**src/hdl/hzt_pkg.sv**
```systemverilog
// Shared types and constants for the Hall-sensor zone tracker.
package hzt_pkg;

  localparam int DELTA_BITS = 13;
  localparam int SUM_BITS   = 32;
  localparam int COUNT_BITS = 16;
  localparam int ZONE_BITS  = 3;
  localparam int OP_BITS    = 2;
  localparam int CFG_INDEX_BITS = 3;

  // Operation codes carried by an input beat.
  localparam logic [OP_BITS-1:0] OP_CLASSIFY   = 2'd0;
  localparam logic [OP_BITS-1:0] OP_ACCUMULATE = 2'd1;
  localparam logic [OP_BITS-1:0] OP_COMPUTE    = 2'd2;

  // Zone codes.
  localparam logic [ZONE_BITS-1:0] ZONE_NONE       = 3'd0;
  localparam logic [ZONE_BITS-1:0] ZONE_LOW_HORIZ  = 3'd1;
  localparam logic [ZONE_BITS-1:0] ZONE_LOW_DIAG   = 3'd2;
  localparam logic [ZONE_BITS-1:0] ZONE_LOW_VERT   = 3'd3;
  localparam logic [ZONE_BITS-1:0] ZONE_HIGH_VERT  = 3'd4;
  localparam logic [ZONE_BITS-1:0] ZONE_HIGH_HORIZ = 3'd5;
  localparam logic [ZONE_BITS-1:0] ZONE_RISE_DIAG  = 3'd6;
  localparam logic [ZONE_BITS-1:0] ZONE_FALL_DIAG  = 3'd7;

  // Configuration register indexes.
  localparam logic [CFG_INDEX_BITS-1:0] REG_LOW_HORIZ = 3'd0;
  localparam logic [CFG_INDEX_BITS-1:0] REG_LOW_DIAG  = 3'd1;
  localparam logic [CFG_INDEX_BITS-1:0] REG_LOW_VERT  = 3'd2;
  localparam logic [CFG_INDEX_BITS-1:0] REG_HIGH_VERT = 3'd3;
  localparam logic [CFG_INDEX_BITS-1:0] REG_RISE_DIAG = 3'd4;
  localparam logic [CFG_INDEX_BITS-1:0] REG_FALL_DIAG = 3'd5;

  // A delta below this while the rotor sits in a vertical zone starts the fall quarter.
  localparam logic signed [DELTA_BITS-1:0] DELTA_FALL_LIMIT = -13'sd2;

  localparam logic signed [SUM_BITS-1:0] SUM_MAX = 32'sh7FFF_FFFF;
  localparam logic signed [SUM_BITS-1:0] SUM_MIN = 32'sh8000_0000;

  typedef struct packed {
    logic add;
    logic clear;
  } acc_ctl_t;

endpackage

```
**src/hdl/hzt_in_if.sv**
```systemverilog
// Input channel: operation, sample and delta with a valid/ready handshake.
interface hzt_in_if #(
  parameter int SAMPLE_BITS = 12
);
  logic                                   valid;
  logic                                   ready;
  logic [hzt_pkg::OP_BITS-1:0]            operation;
  logic [SAMPLE_BITS-1:0]                 sensor_value;
  logic signed [hzt_pkg::DELTA_BITS-1:0]  sensor_delta;

  modport source (output valid, output operation, output sensor_value, output sensor_delta,
                  input ready);
  modport sink (input valid, input operation, input sensor_value, input sensor_delta,
                output ready);
endinterface

```
**src/hdl/hzt_out_if.sv**
```systemverilog
// Result channel: zone, half-turn flags and handed-out sums and counts.
interface hzt_out_if;
  logic                                  valid;
  logic                                  ready;
  logic [hzt_pkg::ZONE_BITS-1:0]         zone;
  logic                                  second_half;
  logic                                  new_half;
  logic                                  rise_ready;
  logic signed [hzt_pkg::SUM_BITS-1:0]   rise_sum;
  logic [hzt_pkg::COUNT_BITS-1:0]        rise_count;
  logic                                  fall_ready;
  logic signed [hzt_pkg::SUM_BITS-1:0]   fall_sum;
  logic [hzt_pkg::COUNT_BITS-1:0]        fall_count;

  modport source (output valid, output zone, output second_half, output new_half,
                  output rise_ready, output rise_sum, output rise_count,
                  output fall_ready, output fall_sum, output fall_count, input ready);
  modport sink (input valid, input zone, input second_half, input new_half,
                input rise_ready, input rise_sum, input rise_count,
                input fall_ready, input fall_sum, input fall_count, output ready);
endinterface

```
**src/hdl/hzt_accum.sv**
```systemverilog
// Saturating delta sum and saturating count for one quarter of the turn.
module hzt_accum (
  input  logic                                  clk,
  input  logic                                  rst,
  input  hzt_pkg::acc_ctl_t                     ctl,
  input  logic signed [hzt_pkg::DELTA_BITS-1:0] delta,
  output logic signed [hzt_pkg::SUM_BITS-1:0]   sum,
  output logic [hzt_pkg::COUNT_BITS-1:0]        count
);

  logic signed [hzt_pkg::SUM_BITS:0]     wide_sum;
  logic signed [hzt_pkg::SUM_BITS-1:0]   sum_next;
  logic [hzt_pkg::COUNT_BITS-1:0]        count_next;

  assign wide_sum = {sum[hzt_pkg::SUM_BITS-1], sum}
                  + {{(hzt_pkg::SUM_BITS + 1 - hzt_pkg::DELTA_BITS)
                      {delta[hzt_pkg::DELTA_BITS-1]}}, delta};

  always_comb begin
    // The two top bits disagree only when the 32-bit sum has overflowed.
    if (wide_sum[hzt_pkg::SUM_BITS] != wide_sum[hzt_pkg::SUM_BITS-1]) begin
      sum_next = wide_sum[hzt_pkg::SUM_BITS] ? hzt_pkg::SUM_MIN : hzt_pkg::SUM_MAX;
    end else begin
      sum_next = wide_sum[hzt_pkg::SUM_BITS-1:0];
    end
    count_next = (&count) ? count : count + 1'b1;
  end

  always_ff @(posedge clk) begin
    if (rst || ctl.clear) begin
      sum   <= '0;
      count <= '0;
    end else if (ctl.add) begin
      sum   <= sum_next;
      count <= count_next;
    end
  end

endmodule

```
**src/hdl/hall_zone_tracker.sv**
```systemverilog
// Top level of the Hall-sensor zone tracker: input stage, zone and quarter logic, result stage.
//
//  Channel     Direction  Handshake          Carries
//  sample_in   in         valid/ready        operation, sensor_value, sensor_delta
//  result_out  out        valid/ready        zone, half flags, rise/fall sums and counts
//  cfg         in         cfg_write only     cfg_index, cfg_data (threshold levels)
//
// Every beat passes an input register and a result register, one beat per cycle sustained
// while result_out is ready, set by the single update of the tracking state per beat.
// The input register keeps taking beats while a finished result waits, until both are full.
// A synchronous reset clears all tracking state, sums and counts, and returns the threshold
// levels to zero except the high vertical level, which goes to full scale.
module hall_zone_tracker #(
  parameter int SAMPLE_BITS = 12
) (
  input  logic                                  clk,
  input  logic                                  rst,
  hzt_in_if.sink                                sample_in,
  hzt_out_if.source                             result_out,
  input  logic                                  cfg_write,
  input  logic [hzt_pkg::CFG_INDEX_BITS-1:0]    cfg_index,
  input  logic [SAMPLE_BITS-1:0]                cfg_data
);

  // Threshold levels.
  logic [SAMPLE_BITS-1:0] low_horiz_level;
  logic [SAMPLE_BITS-1:0] low_diag_level;
  logic [SAMPLE_BITS-1:0] low_vert_level;
  logic [SAMPLE_BITS-1:0] high_vert_level;
  logic [SAMPLE_BITS-1:0] rise_diag_level;
  logic [SAMPLE_BITS-1:0] fall_diag_level;

  always_ff @(posedge clk) begin
    if (rst) begin
      low_horiz_level <= '0;
      low_diag_level  <= '0;
      low_vert_level  <= '0;
      high_vert_level <= '1;
      rise_diag_level <= '0;
      fall_diag_level <= '0;
    end else if (cfg_write) begin
      unique case (cfg_index)
        hzt_pkg::REG_LOW_HORIZ: low_horiz_level <= cfg_data;
        hzt_pkg::REG_LOW_DIAG:  low_diag_level  <= cfg_data;
        hzt_pkg::REG_LOW_VERT:  low_vert_level  <= cfg_data;
        hzt_pkg::REG_HIGH_VERT: high_vert_level <= cfg_data;
        hzt_pkg::REG_RISE_DIAG: rise_diag_level <= cfg_data;
        hzt_pkg::REG_FALL_DIAG: fall_diag_level <= cfg_data;
        default: ;
      endcase
    end
  end

  // Input register.
  logic                                  stage_valid;
  logic [hzt_pkg::OP_BITS-1:0]           stage_op;
  logic [SAMPLE_BITS-1:0]                stage_value;
  logic signed [hzt_pkg::DELTA_BITS-1:0] stage_delta;
  logic                                  advance;

  assign advance         = stage_valid && (!result_out.valid || result_out.ready);
  assign sample_in.ready = !stage_valid || advance;

  always_ff @(posedge clk) begin
    if (rst) begin
      stage_valid <= 1'b0;
    end else if (sample_in.ready) begin
      stage_valid <= sample_in.valid;
    end
  end

  always_ff @(posedge clk) begin
    if (sample_in.valid && sample_in.ready) begin
      stage_op    <= sample_in.operation;
      stage_value <= sample_in.sensor_value;
      stage_delta <= sample_in.sensor_delta;
    end
  end

  // Tracking state.
  logic [hzt_pkg::ZONE_BITS-1:0] current_zone;
  logic fall_quarter;
  logic half_flag;
  logic half_started;
  logic rise_collecting;
  logic fall_collecting;
  logic rise_pending;
  logic fall_pending;

  logic [hzt_pkg::ZONE_BITS-1:0] current_zone_next;
  logic fall_quarter_next;
  logic half_flag_next;
  logic half_started_next;
  logic rise_collecting_next;
  logic fall_collecting_next;
  logic rise_pending_next;
  logic fall_pending_next;

  logic is_classify;
  logic is_accumulate;
  logic is_compute;
  logic vertical;
  logic quarter_flip;
  logic zone_changed;
  logic [hzt_pkg::ZONE_BITS-1:0] zone_class;
  logic [hzt_pkg::ZONE_BITS-1:0] zone_report;
  logic new_half_report;

  hzt_pkg::acc_ctl_t rise_ctl;
  hzt_pkg::acc_ctl_t fall_ctl;
  logic signed [hzt_pkg::SUM_BITS-1:0] rise_sum;
  logic signed [hzt_pkg::SUM_BITS-1:0] fall_sum;
  logic [hzt_pkg::COUNT_BITS-1:0]      rise_count;
  logic [hzt_pkg::COUNT_BITS-1:0]      fall_count;

  assign is_classify   = stage_op == hzt_pkg::OP_CLASSIFY;
  assign is_accumulate = stage_op == hzt_pkg::OP_ACCUMULATE;
  assign is_compute    = stage_op == hzt_pkg::OP_COMPUTE;
  assign vertical      = (current_zone == hzt_pkg::ZONE_HIGH_VERT)
                      || (current_zone == hzt_pkg::ZONE_LOW_VERT);

  // A vertical visit either opens the fall quarter on a falling delta or closes it.
  assign quarter_flip = vertical
                     && (fall_quarter || (stage_delta < hzt_pkg::DELTA_FALL_LIMIT));
  assign fall_quarter_next = (is_classify && quarter_flip) ? !fall_quarter : fall_quarter;

  always_comb begin
    priority if (stage_value <= low_horiz_level) begin
      zone_class = hzt_pkg::ZONE_LOW_HORIZ;
    end else if (stage_value <= low_diag_level) begin
      zone_class = hzt_pkg::ZONE_LOW_HORIZ;
    end else if (stage_value <= low_vert_level) begin
      zone_class = hzt_pkg::ZONE_LOW_VERT;
    end else if (stage_value >= high_vert_level) begin
      zone_class = hzt_pkg::ZONE_LOW_VERT;
    end else if (!fall_quarter_next && (stage_value < rise_diag_level)) begin
      zone_class = hzt_pkg::ZONE_RISE_DIAG;
    end else if (fall_quarter_next && (stage_value < fall_diag_level)) begin
      zone_class = hzt_pkg::ZONE_FALL_DIAG;
    end else begin
      zone_class = hzt_pkg::ZONE_HIGH_VERT;
    end
  end

  assign zone_changed = is_classify && (quarter_flip || (zone_class != current_zone));
  assign zone_report  = zone_changed ? zone_class : hzt_pkg::ZONE_NONE;

  always_comb begin
    current_zone_next    = current_zone;
    half_flag_next       = half_flag;
    half_started_next    = half_started;
    rise_collecting_next = rise_collecting;
    fall_collecting_next = fall_collecting;
    rise_pending_next    = rise_pending;
    fall_pending_next    = fall_pending;
    rise_ctl             = '0;
    fall_ctl             = '0;

    if (zone_changed) begin
      current_zone_next = zone_class;
      priority if (zone_class == hzt_pkg::ZONE_FALL_DIAG) begin
        if (!fall_pending) fall_collecting_next = 1'b1;
      end else if (zone_class == hzt_pkg::ZONE_RISE_DIAG) begin
        if (!rise_pending) rise_collecting_next = 1'b1;
      end else if (current_zone == hzt_pkg::ZONE_FALL_DIAG) begin
        if (!fall_pending) fall_collecting_next = 1'b0;
      end else if (current_zone == hzt_pkg::ZONE_RISE_DIAG) begin
        if (!rise_pending) rise_collecting_next = 1'b0;
      end else if (current_zone == hzt_pkg::ZONE_LOW_HORIZ) begin
        half_flag_next    = !half_flag;
        half_started_next = 1'b1;
      end else begin
      end
    end

    if (is_accumulate) begin
      if (fall_quarter) begin
        fall_ctl.add = 1'b1;
        if (!fall_collecting) fall_pending_next = 1'b1;
      end else begin
        rise_ctl.add = 1'b1;
        if (!rise_collecting) rise_pending_next = 1'b1;
      end
    end

    if (is_compute) begin
      half_started_next = 1'b0;
      fall_pending_next = 1'b0;
      rise_pending_next = 1'b0;
      fall_ctl.clear    = fall_pending;
      rise_ctl.clear    = rise_pending;
    end

    if (!advance) begin
      rise_ctl = '0;
      fall_ctl = '0;
    end
  end

  // A compute beat reports the half-start flag as it stood before clearing it.
  assign new_half_report = is_compute ? half_started : half_started_next;

  always_ff @(posedge clk) begin
    if (rst) begin
      current_zone    <= hzt_pkg::ZONE_NONE;
      fall_quarter    <= 1'b0;
      half_flag       <= 1'b0;
      half_started    <= 1'b0;
      rise_collecting <= 1'b0;
      fall_collecting <= 1'b0;
      rise_pending    <= 1'b0;
      fall_pending    <= 1'b0;
    end else if (advance) begin
      current_zone    <= current_zone_next;
      fall_quarter    <= fall_quarter_next;
      half_flag       <= half_flag_next;
      half_started    <= half_started_next;
      rise_collecting <= rise_collecting_next;
      fall_collecting <= fall_collecting_next;
      rise_pending    <= rise_pending_next;
      fall_pending    <= fall_pending_next;
    end
  end

  hzt_accum u_rise_accum (
    .clk   (clk),
    .rst   (rst),
    .ctl   (rise_ctl),
    .delta (stage_delta),
    .sum   (rise_sum),
    .count (rise_count)
  );

  hzt_accum u_fall_accum (
    .clk   (clk),
    .rst   (rst),
    .ctl   (fall_ctl),
    .delta (stage_delta),
    .sum   (fall_sum),
    .count (fall_count)
  );

  // Result register.
  logic handout_rise;
  logic handout_fall;

  assign handout_rise = is_compute && rise_pending;
  assign handout_fall = is_compute && fall_pending;

  always_ff @(posedge clk) begin
    if (rst) begin
      result_out.valid <= 1'b0;
    end else if (advance) begin
      result_out.valid <= 1'b1;
    end else if (result_out.ready) begin
      result_out.valid <= 1'b0;
    end
  end

  always_ff @(posedge clk) begin
    if (advance) begin
      result_out.zone        <= zone_report;
      result_out.second_half <= half_flag_next;
      result_out.new_half    <= new_half_report;
      result_out.rise_ready  <= handout_rise;
      result_out.rise_sum    <= handout_rise ? rise_sum : '0;
      result_out.rise_count  <= handout_rise ? rise_count : '0;
      result_out.fall_ready  <= handout_fall;
      result_out.fall_sum    <= handout_fall ? fall_sum : '0;
      result_out.fall_count  <= handout_fall ? fall_count : '0;
    end
  end

endmodule

```
**src/flat_wrapper.sv**
```systemverilog
// flat-port wrapper written by rule: the top's interface ports become plain ports
module hall_zone_tracker_flat 
#(
  parameter int SAMPLE_BITS = 12
)
  (clk, rst, cfg_write, cfg_index, cfg_data, sample_in_valid, sample_in_operation, sample_in_sensor_value, sample_in_sensor_delta, sample_in_ready, result_out_valid, result_out_zone, result_out_second_half, result_out_new_half, result_out_rise_ready, result_out_rise_sum, result_out_rise_count, result_out_fall_ready, result_out_fall_sum, result_out_fall_count, result_out_ready);
  hzt_in_if #(.SAMPLE_BITS(SAMPLE_BITS)) sample_in_i ();
  hzt_out_if result_out_i ();
  input  logic clk;
  input  logic rst;
  input  logic cfg_write;
  input  logic [hzt_pkg::CFG_INDEX_BITS-1:0] cfg_index;
  input  logic [SAMPLE_BITS-1:0] cfg_data;
  input wire logic [$bits(sample_in_i.valid)-1:0] sample_in_valid;
  input wire logic [$bits(sample_in_i.operation)-1:0] sample_in_operation;
  input wire logic [$bits(sample_in_i.sensor_value)-1:0] sample_in_sensor_value;
  input wire logic [$bits(sample_in_i.sensor_delta)-1:0] sample_in_sensor_delta;
  output wire logic [$bits(sample_in_i.ready)-1:0] sample_in_ready;
  output wire logic [$bits(result_out_i.valid)-1:0] result_out_valid;
  output wire logic [$bits(result_out_i.zone)-1:0] result_out_zone;
  output wire logic [$bits(result_out_i.second_half)-1:0] result_out_second_half;
  output wire logic [$bits(result_out_i.new_half)-1:0] result_out_new_half;
  output wire logic [$bits(result_out_i.rise_ready)-1:0] result_out_rise_ready;
  output wire logic [$bits(result_out_i.rise_sum)-1:0] result_out_rise_sum;
  output wire logic [$bits(result_out_i.rise_count)-1:0] result_out_rise_count;
  output wire logic [$bits(result_out_i.fall_ready)-1:0] result_out_fall_ready;
  output wire logic [$bits(result_out_i.fall_sum)-1:0] result_out_fall_sum;
  output wire logic [$bits(result_out_i.fall_count)-1:0] result_out_fall_count;
  input wire logic [$bits(result_out_i.ready)-1:0] result_out_ready;
  assign sample_in_i.valid = sample_in_valid;
  assign sample_in_i.operation = sample_in_operation;
  assign sample_in_i.sensor_value = sample_in_sensor_value;
  assign sample_in_i.sensor_delta = sample_in_sensor_delta;
  assign sample_in_ready = sample_in_i.ready;
  assign result_out_valid = result_out_i.valid;
  assign result_out_zone = result_out_i.zone;
  assign result_out_second_half = result_out_i.second_half;
  assign result_out_new_half = result_out_i.new_half;
  assign result_out_rise_ready = result_out_i.rise_ready;
  assign result_out_rise_sum = result_out_i.rise_sum;
  assign result_out_rise_count = result_out_i.rise_count;
  assign result_out_fall_ready = result_out_i.fall_ready;
  assign result_out_fall_sum = result_out_i.fall_sum;
  assign result_out_fall_count = result_out_i.fall_count;
  assign result_out_i.ready = result_out_ready;
  hall_zone_tracker #(.SAMPLE_BITS(SAMPLE_BITS)) u_core (.clk(clk), .rst(rst), .sample_in(sample_in_i), .result_out(result_out_i), .cfg_write(cfg_write), .cfg_index(cfg_index), .cfg_data(cfg_data));
endmodule
```
**config.mk**
```make
export PLATFORM = sky130hd
export DESIGN_NAME = hall_zone_tracker_flat
export DESIGN_NICKNAME = d
export VERILOG_FILES = /design/src/hdl/hzt_pkg.sv /design/src/hdl/hzt_in_if.sv /design/src/hdl/hzt_out_if.sv /design/src/hdl/hzt_accum.sv /design/src/hdl/hall_zone_tracker.sv /design/src/flat_wrapper.sv
export SDC_FILE = /design/constraint.sdc
export NUM_CORES = 1
export LEC_CHECK = 0
export CORE_MARGIN = 1.5
export CORE_UTILIZATION = 31
export CTS_CLUSTER_DIAMETER = 80
export DETAILED_ROUTE_END_ITERATION = 7
export DONT_BUFFER_PORTS = 1
export GPL_TIMING_DRIVEN = 0
export MAX_ROUTING_LAYER = met4
export PLACE_DENSITY = 0.44
export RECOVER_POWER = 50
export SLEW_MARGIN = 20
export SYNTH_ARGS = -nofsm -noshare
export SYNTH_HDL_FRONTEND = slang
export SYNTH_SLANG_ARGS = --single-unit
```
**constraint.sdc**
```tcl
create_clock -name clk -period 5.2 [get_ports clk]
set_clock_uncertainty 0.1 [all_clocks]
set_input_delay 1.04 -clock clk [delete_from_list [all_inputs] [get_ports clk]]
set_output_delay 1.04 -clock clk [all_outputs]
set_load 0.02 [all_outputs]
```
==> impl_metrics.tcl <==
set metrics [dict create \
    viasPerCell 5.138 \
    p_per_area_nw_per_um2 315.1 \
    worstPathArrival_ns 4.70 \
    synth.cell_area_um2 16670 \
    ys_seq_elements 310 \
    ys_types 81 \
    highest_layer "met4" \
    peakVddDrop_mv 0.2231 \
    yosysTopAreaCellShare 0.2342 \
    hold_viol_final 0 \
    power_leakage_nw 7.709 \
    worstReg2RegStart "u_core.stage_delta[12]" \
    rows 84 \
    synth-main-ff-cell "dfxtp_1" \
    syn_to_final_growth_pct 13.46 \
    dpl_cell_area_um2 17630 \
    place.gp.congestion 0.8484 \
    die_width_um 234.9 \
    maxSlewViolCount 27 \
    ant_nets 0 \
    path_clk_slew_ns 0.06 \
    drc 0 \
    initial_utilization 0.3153 \
    synth.yosys.seq_area_share 0.4504 \
    coreArea_um2 52870 \
    synth-async-reset-ratio 0 \
    hp-class "flip-flop to flip-flop" \
    grt_max_degree 64 \
    synth-edff-count 130 \
    tns_ns 0 \
    syn_inst 1781 \
    drive_above_1_share 0.05433 \
    holdWs_ns 0.3533 \
    ios 152 \
    antenna_found_initial 2 \
    fillers 5384 \
    critPathMaxFanout 18 \
    fin_area_um2 18910 \
    cts_resized 0 \
    wl_met3_um 2496 \
    drt-wirelength-per-cell_um 19.02 \
    clock-sinks 310 \
    critical_path_class "flip-flop to flip-flop" \
    cts_buffers 40 \
    hp-start "u_core.rise_diag_level[3]" \
    vias 13090 \
    period_needed_ns 4.344 \
    required_ns 5.56 \
    worst_pin_slew_ns 1.796 \
    setup_viol 0 \
    clock-root-buffer "clkbuf_16" \
    critPathLaunchType "flip-flop" \
    timing.fmax_mhz 230.2 \
    syn_nets 1969 \
    max_cap_viol_count 1 \
    grt-ovfl-total 0 \
    yosysTopAreaCell "edfxtp_1" \
    drt_iter0_drc 819 \
    crit_start "u_core.stage_delta[12]" \
    first_global_vias 12700 \
    grt_pass1_wl_um 74680 \
    die_area_um2 55170 \
    ys_top_cells_by_area "edfxtp_1 (23%), dfxtp_1 (22%), ha_1 (10%)" \
    grt.total_usage 0.1786 \
    nNetsFinal 2015 \
    clk_latency_ns 0.57 \
    violations "capacitance limit, slew limit" \
    rsz0062_at_grt "no" \
    avgSynthCellArea_um2 9.358 \
    cts-htree-levels 2 \
    ys_warn_count 0 \
    clockBufferDepth 3 \
    dr.pass1.iters 5 \
    post-cts-setup-buffers 0 \
    slew_headroom -0.1976 \
    dp_hpwl_um 35100 \
    status "finished with violations" \
    io_buffers 0 \
    met2_length_um 22460 \
    hold_buffers 0 \
    fin_crit_sh 0.8353 \
    cts_tree "built" \
    end_kind "flip-flop" \
    m1WireLength_um 22350 \
    drt-total-wl_um 48470 \
    dieHeight_um 234.9 \
]
final cells by class:
class	count	area (um^2)	share of cell area
Inverter	106	397.9	0.02104
Buffer	85	361.6	0.01912
Sequential cell	310	7507	0.3970
Clock buffer	57	1147	0.06067
Clock inverter	17	152.6	0.008072
Multi-Input combinational cell	1280	8407	0.4446
Antenna cell	1	2.502	0.0001323
Timing Repair Buffer	4	73.82	0.003904
Tap cell	688	860.8	0.04552
sequential cells by signal, indices dropped and copies added, names as in the netlist, 13 cells and up:
register and flops:
u_core.result_out.fall_count 16, u_core.result_out.rise_sum 32, u_core.result_out.fall_sum 32, u_core.u_rise_accum.count 16, u_core.u_rise_accum.sum 32, u_core.u_fall_accum.count 16, u_core.u_fall_accum.sum 32, u_core.result_out.rise_count 16
u_core.stage_delta 13
synth_stat cells, drive strengths merged (3+ instances only):
master   number
or2           7
clkbuf       70
nand2b       12
a311oi        3
buf          15
and2          8
and3        118
nand2       207
nor2         68
o221ai        3
and4          8
a31oi         7
o2111ai       4
or4           3
o31ai         3
nor2b        14
xnor2        40
o211ai       26
a211oi       12
o22ai         4
nand3        18
a21boi        3
inv         106
or3          13
edfxtp      130
a21o         46
a31o          3
a21oi       203
o21a         12
dfxtp       180
nor4          3
ha          139
nor3b         3
a41oi         3
o21ai       146
xor2         39
o21bai        9
a211o         8
nand4        24
nor3         16
o211a        17
worst max-delay path: stages, from the launching register on:
cell	delay, ns
edfxtp_1	0.66
buf_8	0.28
ha_1	0.27
buf_2	0.17
a211oi_2	0.10
a32o_1	0.27
nor4_1	0.52
o211ai_1	0.24
a21oi_1	0.23
or4_1	0.16
nand3_2	0.23
nor2_4	0.37
clkbuf_2	0.32
o21ai_0	0.15
o211a_1	0.14
per-layer routing:
| metal | track usage | vias up |
|---|---|---|
| met5 | - | - |
| met2 | 0.2842 | 238 |
| met3 | 0.03877 | 63 |
| met4 | 0.04880 | 0 |
| li1 | - | 6558 |
| met1 | 0.2287 | 6233 |
layout by cell type (no fill, tap or decap), drive strengths merged, types with 18 or more instances in the layout:
cell type / Yosys / layout
nand2: 207 / 207
a21oi: 203 / 203
dfxtp: 180 / 180
o21ai: 146 / 146
ha: 139 / 139
edfxtp: 130 / 130
clkbuf: 70 / 130
and3: 118 / 118
inv: 106 / 108
nor2: 68 / 68
a21o: 46 / 46
xnor2: 40 / 40
xor2: 39 / 39
o211ai: 26 / 26
nand4: 24 / 24
nand3: 18 / 18
through the flow:
| step | total power [W] | utilization | setup slack (ns) | cells |
|---|---|---|---|---|
| 4_1_cts | 0.006055 | 0.3580 | 0.8734 | 2547 |
| 5_1_grt | 0.006218 | 0.3577 | 0.5289 | 2548 |
| 3_3_place_gp | 0.003238 | 0.3316 | -1.146 | 2469 |
| 2_1_floorplan | 0.003083 | - | 0.6533 | 1781 |
| 6_report | 0.005959 | 0.3577 | 0.8563 | 2548 |
| 3_5_place_dp | 0.003252 | 0.3334 | 0.7115 | 2473 |
cells by family (layout without fill, tap and decap cells):
logic type	count (synthesis)	in the layout	share of synthesized area
compound gates	529	529	0.1957
xor+xnor	79	79	0.04151
mux	2	2	0.001201
other cells	0	1	0
simple gates	528	528	0.1586
buf+inv	191	269	0.04519
flops	310	310	0.4504
fa+ha+maj	142	142	0.1073
final timing paths:
| check | slack, ns | cells after the start | end |
|---|---|---|---|
| setup reg to reg | 0.86 | 14 | u_core.u_rise_accum.sum[12] |
| setup / recovery | 0.86 | 14 | u_core.u_rise_accum.sum[12] |
| hold / removal | 0.35 | 2 | u_core.rise_diag_level[3] |
| hold reg to reg | 0.35 | 2 | u_core.rise_diag_level[3] |
power by group:
part	switching, W	internal [W]	total [W]
Clock	0.00112	0.00164	0.00276
Combinational	0.000312	0.000175	0.000487
Sequential	0.000103	0.00261	0.00271
Total	0.00154	0.00442	0.00596
Power figures use the tool's default switching activity.
